`src/hdl/sfe_pkg.sv`:
```
`default_nettype none
package sfe_pkg;

  localparam logic [7:0] SyncFirst  = 8'hAA;
  localparam logic [7:0] SyncSecond = 8'h55;
  localparam logic [7:0] StuffByte  = 8'h00;
  localparam logic [7:0] LenExtra   = 8'd4;

  // largest number of symbols one request can produce (five header bytes plus checksum)
  localparam int unsigned SymMax  = 6;
  localparam int unsigned SymCntW = $clog2(SymMax + 1);

  typedef enum logic {
    CMD_START = 1'b0,
    CMD_DATA  = 1'b1
  } cmd_t;

  // one frame symbol before byte stuffing
  typedef struct packed {
    logic [7:0] data;
    logic       stuff;   // symbol is subject to stuffing after 0xAA
    logic       fend;    // symbol closes the frame
    logic       err;     // sequence error marker
  } sym_t;

  typedef sym_t [SymMax-1:0] sym_vec_t;

  // handoff from builder to emitter
  typedef struct packed {
    logic               valid;
    logic [SymCntW-1:0] cnt;
    sym_vec_t           syms;
  } sfe_load_t;

endpackage
`default_nettype wire

```
`src/hdl/sfe_in_if.sv`:
```
`default_nettype none
interface sfe_in_if;
  logic       valid;
  logic       ready;
  logic       command;
  logic [7:0] msg_length;
  logic [7:0] device_id;
  logic [7:0] msg_type;
  logic [7:0] data_byte;

  modport source (
    output valid, command, msg_length, device_id, msg_type, data_byte,
    input  ready
  );
  modport sink (
    input  valid, command, msg_length, device_id, msg_type, data_byte,
    output ready
  );
endinterface
`default_nettype wire

```
`src/hdl/sfe_out_if.sv`:
```
`default_nettype none
interface sfe_out_if;
  logic       valid;
  logic       ready;
  logic [7:0] out_byte;
  logic       run_last;
  logic       frame_end;
  logic       seq_error;

  modport source (
    output valid, out_byte, run_last, frame_end, seq_error,
    input  ready
  );
  modport sink (
    input  valid, out_byte, run_last, frame_end, seq_error,
    output ready
  );
endinterface
`default_nettype wire

```
`src/hdl/sfe_builder.sv`:
```
`default_nettype none
module sfe_builder
  import sfe_pkg::*;
(
  input  wire logic clk,
  input  wire logic rst_n,
  sfe_in_if.sink    in_chan,
  input  wire logic load_ready,
  output sfe_load_t load
);

  logic       valid_r, valid_nxt;
  logic       cmd_r;
  logic [7:0] len_r, id_r, typ_r, db_r;

  logic [7:0] sum_r, sum_nxt;
  logic [7:0] left_r, left_nxt;
  logic       open_r, open_nxt;

  logic       commit;
  logic [7:0] len_byte;
  logic [7:0] hdr_sum;
  logic [7:0] data_sum;
  logic [7:0] left_dec;

  assign commit        = valid_r && load_ready;
  assign in_chan.ready = !valid_r || load_ready;

  always_comb begin
    valid_nxt = valid_r;
    if (in_chan.ready) begin
      valid_nxt = in_chan.valid;
    end
  end

  always_ff @(posedge clk) begin
    if (!rst_n) begin
      valid_r <= 1'b0;
    end else begin
      valid_r <= valid_nxt;
    end
  end

  // payload capture, no reset needed
  always_ff @(posedge clk) begin
    if (in_chan.valid && in_chan.ready) begin
      cmd_r  <= in_chan.command;
      len_r  <= in_chan.msg_length;
      id_r   <= in_chan.device_id;
      typ_r  <= in_chan.msg_type;
      db_r   <= in_chan.data_byte;
    end
  end

  assign len_byte = len_r + LenExtra;
  assign hdr_sum  = len_byte + id_r + typ_r;
  assign data_sum = sum_r + db_r;
  assign left_dec = left_r - 8'd1;

  always_comb begin
    sum_nxt    = sum_r;
    left_nxt   = left_r;
    open_nxt   = open_r;
    load.valid = commit;
    load.cnt   = '0;
    load.syms  = '0;
    unique case (cmd_t'(cmd_r))
      CMD_START: begin
        load.syms[0] = '{data: SyncFirst,  stuff: 1'b0, fend: 1'b0, err: 1'b0};
        load.syms[1] = '{data: SyncSecond, stuff: 1'b0, fend: 1'b0, err: 1'b0};
        load.syms[2] = '{data: len_byte,   stuff: 1'b1, fend: 1'b0, err: 1'b0};
        load.syms[3] = '{data: id_r,       stuff: 1'b1, fend: 1'b0, err: 1'b0};
        load.syms[4] = '{data: typ_r,      stuff: 1'b1, fend: 1'b0, err: 1'b0};
        if (len_r == 8'd0) begin
          // empty payload closes the frame right after the header
          load.syms[5] = '{data: hdr_sum, stuff: 1'b1, fend: 1'b1, err: 1'b0};
          load.cnt     = SymCntW'(6);
          sum_nxt      = '0;
          left_nxt     = '0;
          open_nxt     = 1'b0;
        end else begin
          load.cnt = SymCntW'(5);
          sum_nxt  = hdr_sum;
          left_nxt = len_r;
          open_nxt = 1'b1;
        end
      end
      CMD_DATA: begin
        if (!open_r) begin
          load.syms[0] = '{data: 8'd0, stuff: 1'b0, fend: 1'b0, err: 1'b1};
          load.cnt     = SymCntW'(1);
        end else begin
          load.syms[0] = '{data: db_r, stuff: 1'b1, fend: 1'b0, err: 1'b0};
          if (left_dec == 8'd0) begin
            load.syms[1] = '{data: data_sum, stuff: 1'b1, fend: 1'b1, err: 1'b0};
            load.cnt     = SymCntW'(2);
            sum_nxt      = '0;
            left_nxt     = '0;
            open_nxt     = 1'b0;
          end else begin
            load.cnt = SymCntW'(1);
            sum_nxt  = data_sum;
            left_nxt = left_dec;
          end
        end
      end
      default: begin
        load.cnt = '0;
      end
    endcase
  end

  always_ff @(posedge clk) begin
    if (!rst_n) begin
      sum_r  <= '0;
      left_r <= '0;
      open_r <= 1'b0;
    end else if (commit) begin
      sum_r  <= sum_nxt;
      left_r <= left_nxt;
      open_r <= open_nxt;
    end
  end

endmodule
`default_nettype wire

```
`src/hdl/sfe_emitter.sv`:
```
`default_nettype none
module sfe_emitter
  import sfe_pkg::*;
(
  input  wire logic      clk,
  input  wire logic      rst_n,
  input  wire sfe_load_t load,
  output logic           load_ready,
  sfe_out_if.source      out_chan
);

  sym_vec_t           q_r, q_nxt;
  logic [SymCntW-1:0] cnt_r, cnt_nxt;
  logic               stuff_r, stuff_nxt;

  sym_t head;
  logic need_stuff;
  logic head_done;
  logic fire;

  assign head       = q_r[0];
  assign need_stuff = head.stuff && (head.data == SyncFirst);
  assign head_done  = !need_stuff || stuff_r;
  assign fire       = out_chan.valid && out_chan.ready;

  assign out_chan.valid     = (cnt_r != '0);
  assign out_chan.out_byte  = stuff_r ? StuffByte : head.data;
  assign out_chan.run_last  = head_done && (cnt_r == SymCntW'(1));
  assign out_chan.frame_end = head.fend && head_done;
  assign out_chan.seq_error = head.err;

  // free once the last byte of the current request leaves
  assign load_ready = (cnt_r == '0) ||
                      ((cnt_r == SymCntW'(1)) && head_done && out_chan.ready);

  always_comb begin
    q_nxt     = q_r;
    cnt_nxt   = cnt_r;
    stuff_nxt = stuff_r;
    if (load.valid) begin
      q_nxt     = load.syms;
      cnt_nxt   = load.cnt;
      stuff_nxt = 1'b0;
    end else if (fire) begin
      if (head_done) begin
        q_nxt     = {sym_t'('0), q_r[SymMax-1:1]};
        cnt_nxt   = cnt_r - SymCntW'(1);
        stuff_nxt = 1'b0;
      end else begin
        stuff_nxt = 1'b1;
      end
    end
  end

  always_ff @(posedge clk) begin
    if (!rst_n) begin
      cnt_r   <= '0;
      stuff_r <= 1'b0;
    end else begin
      cnt_r   <= cnt_nxt;
      stuff_r <= stuff_nxt;
    end
  end

  always_ff @(posedge clk) begin
    q_r <= q_nxt;
  end

endmodule
`default_nettype wire

```
`src/hdl/stuffed_frame_encoder_unit.sv`:
```
`default_nettype none
// Serial-link frame builder with byte stuffing and an 8-bit additive checksum.
// A start request (command 0) emits AA 55, then msg_length+4, device_id and
// msg_type; with a zero length the checksum follows at once and the frame is
// closed. Each data request (command 1) emits its payload byte, and the one
// that completes the payload also emits the checksum (wrapping sum of the
// length byte, id, type and payload). Every 0xAA other than the sync byte is
// followed by a stuffed 0x00. A data request with no frame open yields one
// byte 0x00 with seq_error set and is otherwise dropped; a start request on
// an open frame abandons it. The output moves one byte per cycle while
// out_chan.ready is high. A request produces 1 or 2 bytes for a plain
// payload byte, up to 4 for the last one and 5 to 9 for a start. The next
// request is taken into the input register while the current bytes drain,
// and hands over on the cycle the last byte is taken, so payload bytes
// without stuffing stream at one request per cycle while ready is high.
module stuffed_frame_encoder_unit
  import sfe_pkg::*;
(
  input  wire logic clk,
  input  wire logic rst_n,
  sfe_in_if.sink    in_chan,
  sfe_out_if.source out_chan
);

  // symbol list of one request, handed from builder to emitter
  sfe_load_t load;
  logic      load_ready;

  // input register, frame state and symbol generation
  sfe_builder u_builder (
    .clk        (clk),
    .rst_n      (rst_n),
    .in_chan    (in_chan),
    .load_ready (load_ready),
    .load       (load)
  );

  // symbol queue, stuffing insertion and output handshake
  sfe_emitter u_emitter (
    .clk        (clk),
    .rst_n      (rst_n),
    .load       (load),
    .load_ready (load_ready),
    .out_chan   (out_chan)
  );

endmodule
`default_nettype wire
```
`src/flat_wrapper.sv`:
```
// flat-port wrapper written by rule: the top's interface ports become plain ports
module stuffed_frame_encoder_unit_flat import sfe_pkg::*;
  (clk, rst_n, in_chan_valid, in_chan_command, in_chan_msg_length, in_chan_device_id, in_chan_msg_type, in_chan_data_byte, in_chan_ready, out_chan_valid, out_chan_out_byte, out_chan_run_last, out_chan_frame_end, out_chan_seq_error, out_chan_ready);
  sfe_in_if in_chan_i ();
  sfe_out_if out_chan_i ();
  input  wire logic clk;
  input  wire logic rst_n;
  input wire logic [$bits(in_chan_i.valid)-1:0] in_chan_valid;
  input wire logic [$bits(in_chan_i.command)-1:0] in_chan_command;
  input wire logic [$bits(in_chan_i.msg_length)-1:0] in_chan_msg_length;
  input wire logic [$bits(in_chan_i.device_id)-1:0] in_chan_device_id;
  input wire logic [$bits(in_chan_i.msg_type)-1:0] in_chan_msg_type;
  input wire logic [$bits(in_chan_i.data_byte)-1:0] in_chan_data_byte;
  output wire logic [$bits(in_chan_i.ready)-1:0] in_chan_ready;
  output wire logic [$bits(out_chan_i.valid)-1:0] out_chan_valid;
  output wire logic [$bits(out_chan_i.out_byte)-1:0] out_chan_out_byte;
  output wire logic [$bits(out_chan_i.run_last)-1:0] out_chan_run_last;
  output wire logic [$bits(out_chan_i.frame_end)-1:0] out_chan_frame_end;
  output wire logic [$bits(out_chan_i.seq_error)-1:0] out_chan_seq_error;
  input wire logic [$bits(out_chan_i.ready)-1:0] out_chan_ready;
  assign in_chan_i.valid = in_chan_valid;
  assign in_chan_i.command = in_chan_command;
  assign in_chan_i.msg_length = in_chan_msg_length;
  assign in_chan_i.device_id = in_chan_device_id;
  assign in_chan_i.msg_type = in_chan_msg_type;
  assign in_chan_i.data_byte = in_chan_data_byte;
  assign in_chan_ready = in_chan_i.ready;
  assign out_chan_valid = out_chan_i.valid;
  assign out_chan_out_byte = out_chan_i.out_byte;
  assign out_chan_run_last = out_chan_i.run_last;
  assign out_chan_frame_end = out_chan_i.frame_end;
  assign out_chan_seq_error = out_chan_i.seq_error;
  assign out_chan_i.ready = out_chan_ready;
  stuffed_frame_encoder_unit u_core (.clk(clk), .rst_n(rst_n), .in_chan(in_chan_i), .out_chan(out_chan_i));
endmodule
```
`config.mk`:
```
export PLATFORM = sky130hd
export DESIGN_NAME = stuffed_frame_encoder_unit_flat
export DESIGN_NICKNAME = d
export VERILOG_FILES = /design/src/hdl/sfe_pkg.sv /design/src/hdl/sfe_in_if.sv /design/src/hdl/sfe_out_if.sv /design/src/hdl/sfe_builder.sv /design/src/hdl/sfe_emitter.sv /design/src/hdl/stuffed_frame_encoder_unit.sv /design/src/flat_wrapper.sv
export SDC_FILE = /design/constraint.sdc
export NUM_CORES = 1
export LEC_CHECK = 0
export ABC_AREA = 1
export BUFFER_PORTS_ARGS = -buffer_cell sky130_fd_sc_hd__buf_2
export CAP_MARGIN = 20
export CORE_UTILIZATION = 50
export CTS_CLUSTER_SIZE = 14
export DETAILED_ROUTE_END_ITERATION = 7
export HOLD_SLACK_MARGIN = 0.03
export PLACE_DENSITY = 0.68
export SLEW_MARGIN = 10
export SYNTH_ARGS = -nofsm -noshare
export SYNTH_HDL_FRONTEND = slang
export SYNTH_HIERARCHICAL = 1
export SYNTH_SLANG_ARGS = --single-unit
```
`constraint.sdc`:
```
create_clock -name clk -period 3.17 [get_ports clk]
set_input_delay 0.317 -clock clk [delete_from_list [all_inputs] [get_ports clk]]
set_output_delay 0.317 -clock clk [all_outputs]
set_load 0.02 [all_outputs]
```
==> summary.md <==
| Metric | Value |
|---|---|
| Die X-Extent | `118 um` |
| Final Power | `~7300 uW` |
| Die Height | `between 100 and 150 um` |
| Clk_lat worst skew | `420 ps` |
| Slew Limit Fails | `0` |
| Maximum vdd ir drop | `524 uV` |
| Vias | `a little over 5,000` |
| Post-route cell area | `approximately 7600 um2` |
| Setup crit start kind | `register` |
| Worst setup margin | `322 ps` |
| First-pass GRT wire length | `24,200 um` |
| Setup Buffers After CTS | `0` |
| Minimum clock period | `2850 ps` |
| Crit Path Category | `register to register` |
| Failing checks | `DRC` |
| Period Utilization, post-route | `0.898` |
| Reg-to-reg startpoint | `u_core/u_builder/len_r[2]$_DFFE_PP_` |
| Via density | `5.00` |
| CTS tree | `done` |
| Gr usage total | `0.227` |
| Initial antenna violation count | `0` |
| DR WL/cell | `~14 um` |
| FF-to-FF setup slack | `about 320 ps` |
| Clock skew | `8.73 ps` |
| Cell Rows | `42` |
| # fillers | `about 1,200` |
| Largest net degree at the start of global routing | `56` |
| Routability Congestion | `0.923` |
| Synth cell types | `39` |
| Area after DPL | `7050 um2` |
| GRT Residual Overflow | `0` |
| Worst EP arrival | `slightly above 3000 ps` |
| Place WS | `347 ps` |
| Detailed-placement wirelength estimate | `10,200 um` |
| Syn-to-layout area delta | `13.3%` |
| H-tree levels | `4` |
| Reg-to-reg endpoint | `u_core/u_emitter/q_r[64]$_SDFFCE_PN0P_` |
| DR DRC count | `6` |
| Slew @ Worst Pin | `561 ps` |
| Post-synth EDFFs | `99` |
| Synth area leader | `edfxtp_1` |
| CORE AREA | `13,200 um2` |
| Initial core utilization | `0.512` |
| Final TNS setup | `0 ps` |
| Total Nets Final | `900` |
| Placed cell count | `991` |
| R2r worst-path depth | `15` |
| Final Setup Violations | `0` |
| Clk root buf | `clkbuf_16` |
| Clock Tree Buf Depth | `2` |
| Starting DRT DRC Count | `440` |
| Worst-path clk slew | `50 ps` |
| Dominant register cell in the synthesized netlist | `edfxtp_1` |
| Synth Warn # | `6` |
| Cts hold-fix bufs | `0` |
| Setup crit end | `u_core/u_emitter/q_r[64]$_SDFFCE_PN0P_` |
| Power density cells | `949 nW/um2` |
| Die area | `14,000 um2` |
| Mean area per synthesized cell | `8.54 um2` |
| Slew margin rel. | `0.626` |
| Vias in the first global route | `around 5,000` |
| CTS Buf Count | `17` |
| Critical Path End Type | `register` |
| Post-synthesis sequential area ratio | `0.506` |
| # port buffers | `49` |
| Final ANT Viol Nets | `0` |
| Post-CTS sizing | `0` |
| Largest cells by area after synthesis | `edfxtp_1, nand2_1, dfxtp_1, inv_1, nor2_1` |
| Number of antenna diodes | `0` |
| Worst-path fanout max | `5` |
| Max Cap Violations | `0` |
| Gate Count Post-Synth | `790` |
| Crit path from | `u_core/u_builder/len_r[2]$_DFFE_PP_` |
| Fin. Hold Viols | `0` |
| Crit path required time | `3350 ps` |
| DRT Wirelength | `14,600 um` |
| Clock Sinks | `about 120` |
| Post-synth top area share | `0.441` |
| Worst hold path type | `input port to register` |
| Final Non-Filler Cells | `1,023` |
| I/O pin cnt | `50` |
| Outcome | `finished with violations` |
| Yosys reg bits | `121` |
| Max Fclk | `~350 MHz` |
| RSZ-0062 raised after global routing | `no` |
| Post-synthesis cell area | `approximately 6700 um2` |
| Lkg Pwr | `0.00374 uW` |
| Async S/R FF share, synth | `0` |
| Total iterations of the first detailed-routing run | `8` |
| Fraction of layout cells with a size suffix above 1 | `0.149` |
[worst max-delay path: stages, from the launching register on]
cell	delay, ps
edfxtp_1	440
nand2_1	140
inv_1	70
nand2_1	50
or2_2	290
nand2_1	90
fa_1	430
ha_1	360
nand2_1	80
or2_2	310
nand3_1	70
nand2_1	70
nand2_1	60
nor2_1	40
nand2_1	80
inv_1	40
[cells in the mapped netlist (all sizes together), types with 2 or more instances]
master and n:
xnor2 5, a21oi 29, dfxtp 22, or2 7
a31oi 3, nand3 36, nand4 10, nor2 86
a221oi 3, nand2 284, xor2 4, inv 104
o21ai 20, buf 34, fa 9, edfxtp 99
ha 20, clkinv 2, clkbuf 6
[power by group]
| part | total (uW) | internal, uW | switching [uW] |
|---|---|---|---|
| Sequential | 2780 | 2540 | 241 |
| Combinational | 2540 | 830 | 1710 |
| Clock | 1940 | 1260 | 671 |
| Total | 7260 | 4630 | 2620 |
[routing by layer]
layer,part of all wire,up-vias,global-route usage
li1,-,2575,-
met1,0.46,2372,0.296
met2,0.47,144,0.360
met3,0.059,28,0.0565
met4,0.020,0,0.0986
met5,0,-,0
[cell usage in the layout, fill, tap and decap left out, types with 2 or more instances in the layout]
| cell type | Yosys | layout |
|---|---|---|
| dfxtp_1 | 22 | 22 |
| clkbuf_8 | 1 | 2 |
| nand3_1 | 31 | 31 |
| a21oi_1 | 28 | 27 |
| inv_2 | 4 | 5 |
| buf_4 | 21 | 7 |
| a31oi_1 | 3 | 3 |
| buf_2 | 10 | 49 |
| or2_2 | 6 | 6 |
| fa_1 | 9 | 9 |
| xnor2_1 | 5 | 5 |
| nand2_2 | 11 | 11 |
| nand3_2 | 4 | 4 |
| edfxtp_1 | 99 | 99 |
| o21ai_0 | 20 | 20 |
| clkbuf_1 | 5 | 3 |
| nor2_1 | 75 | 75 |
| clkinv_2 | 0 | 4 |
| nor2_2 | 5 | 5 |
| conb_1 | 1 | 9 |
| clkbuf_16 | 0 | 17 |
| xor2_1 | 4 | 4 |
| a221oi_1 | 3 | 3 |
| nor2_4 | 5 | 5 |
| clkinv_1 | 2 | 4 |
| nand2_1 | 272 | 272 |
| inv_1 | 100 | 99 |
| bufinv_16 | 0 | 3 |
| ha_1 | 20 | 20 |
| nand4_1 | 10 | 10 |
[worst min-delay path by stage]
stage / cells past startpoint / endpoint / from
after floorplan: 0 / u_core/u_builder/cmd_r$_DFFE_PP_ / in_chan_command
after global placement: 2 / u_core/u_emitter/cnt_r[1]$_SDFFE_PN0P_ / u_core/u_emitter/cnt_r[1]$_SDFFE_PN0P_
after detailed placement: 2 / u_core/u_emitter/q_r[34]$_DFFE_PP_ / u_core/u_emitter/q_r[45]$_DFFE_PP_
after CTS: 1 / u_core/u_builder/typ_r[3]$_DFFE_PP_ / in_chan_msg_type[3]
after global routing: 1 / u_core/u_builder/len_r[6]$_DFFE_PP_ / in_chan_msg_length[6]
final: 1 / u_core/u_builder/len_r[6]$_DFFE_PP_ / in_chan_msg_length[6]
[per-stage QoR]
step,hold slack (ps),utilization
floorplan,416,-
global placement,484,0.535
detailed placement,494,0.535
CTS,55.5,0.579
global route,55.4,0.579
finish,71.9,0.579
[flip-flops by register name, summed over array words and instances (netlist names)]
register and flops:
u_core/u_emitter/q_r 55, u_core/u_emitter/head 10, u_core/u_builder/db_r 8, u_core/u_builder/id_r 8
u_core/u_builder/left_r 8, u_core/u_builder/len_r 8, u_core/u_builder/sum_r 8, u_core/u_builder/typ_r 8
u_core/u_emitter/cnt_r 3, u_core/u_builder/cmd_r 1, u_core/u_builder/open_r 1, u_core/u_builder/valid_r 1
u_core/u_emitter/out_chan.seq_error 1, u_core/u_emitter/stuff_r 1
[kinds of logic after synthesis]
| kind of cell | count (synthesis) | synth area share |
|---|---|---|
| and+or+nand+nor | 425 | 0.270 |
| buffers and inverters | 146 | 0.0996 |
| DFF | 121 | 0.506 |
| AOI/OAI and AO/OA | 59 | 0.0486 |
| adders and majority gates | 29 | 0.0638 |
| xor gates and xnor gates | 9 | 0.0117 |
| other | 1 | 0.000556 |
[layout make-up]
cell class	instances	area, um2	area share
Tap cell	176	220	0.0288
Clock buffer	22	464	0.0607
Inverter	106	398	0.0521
Timing Repair Buffer	57	318	0.0416
Clock inverter	10	125	0.0164
Multi-Input combinational cell	531	2700	0.354
Sequential cell	121	3410	0.447
No activity file was read; power rests on OpenSTA's default activity.
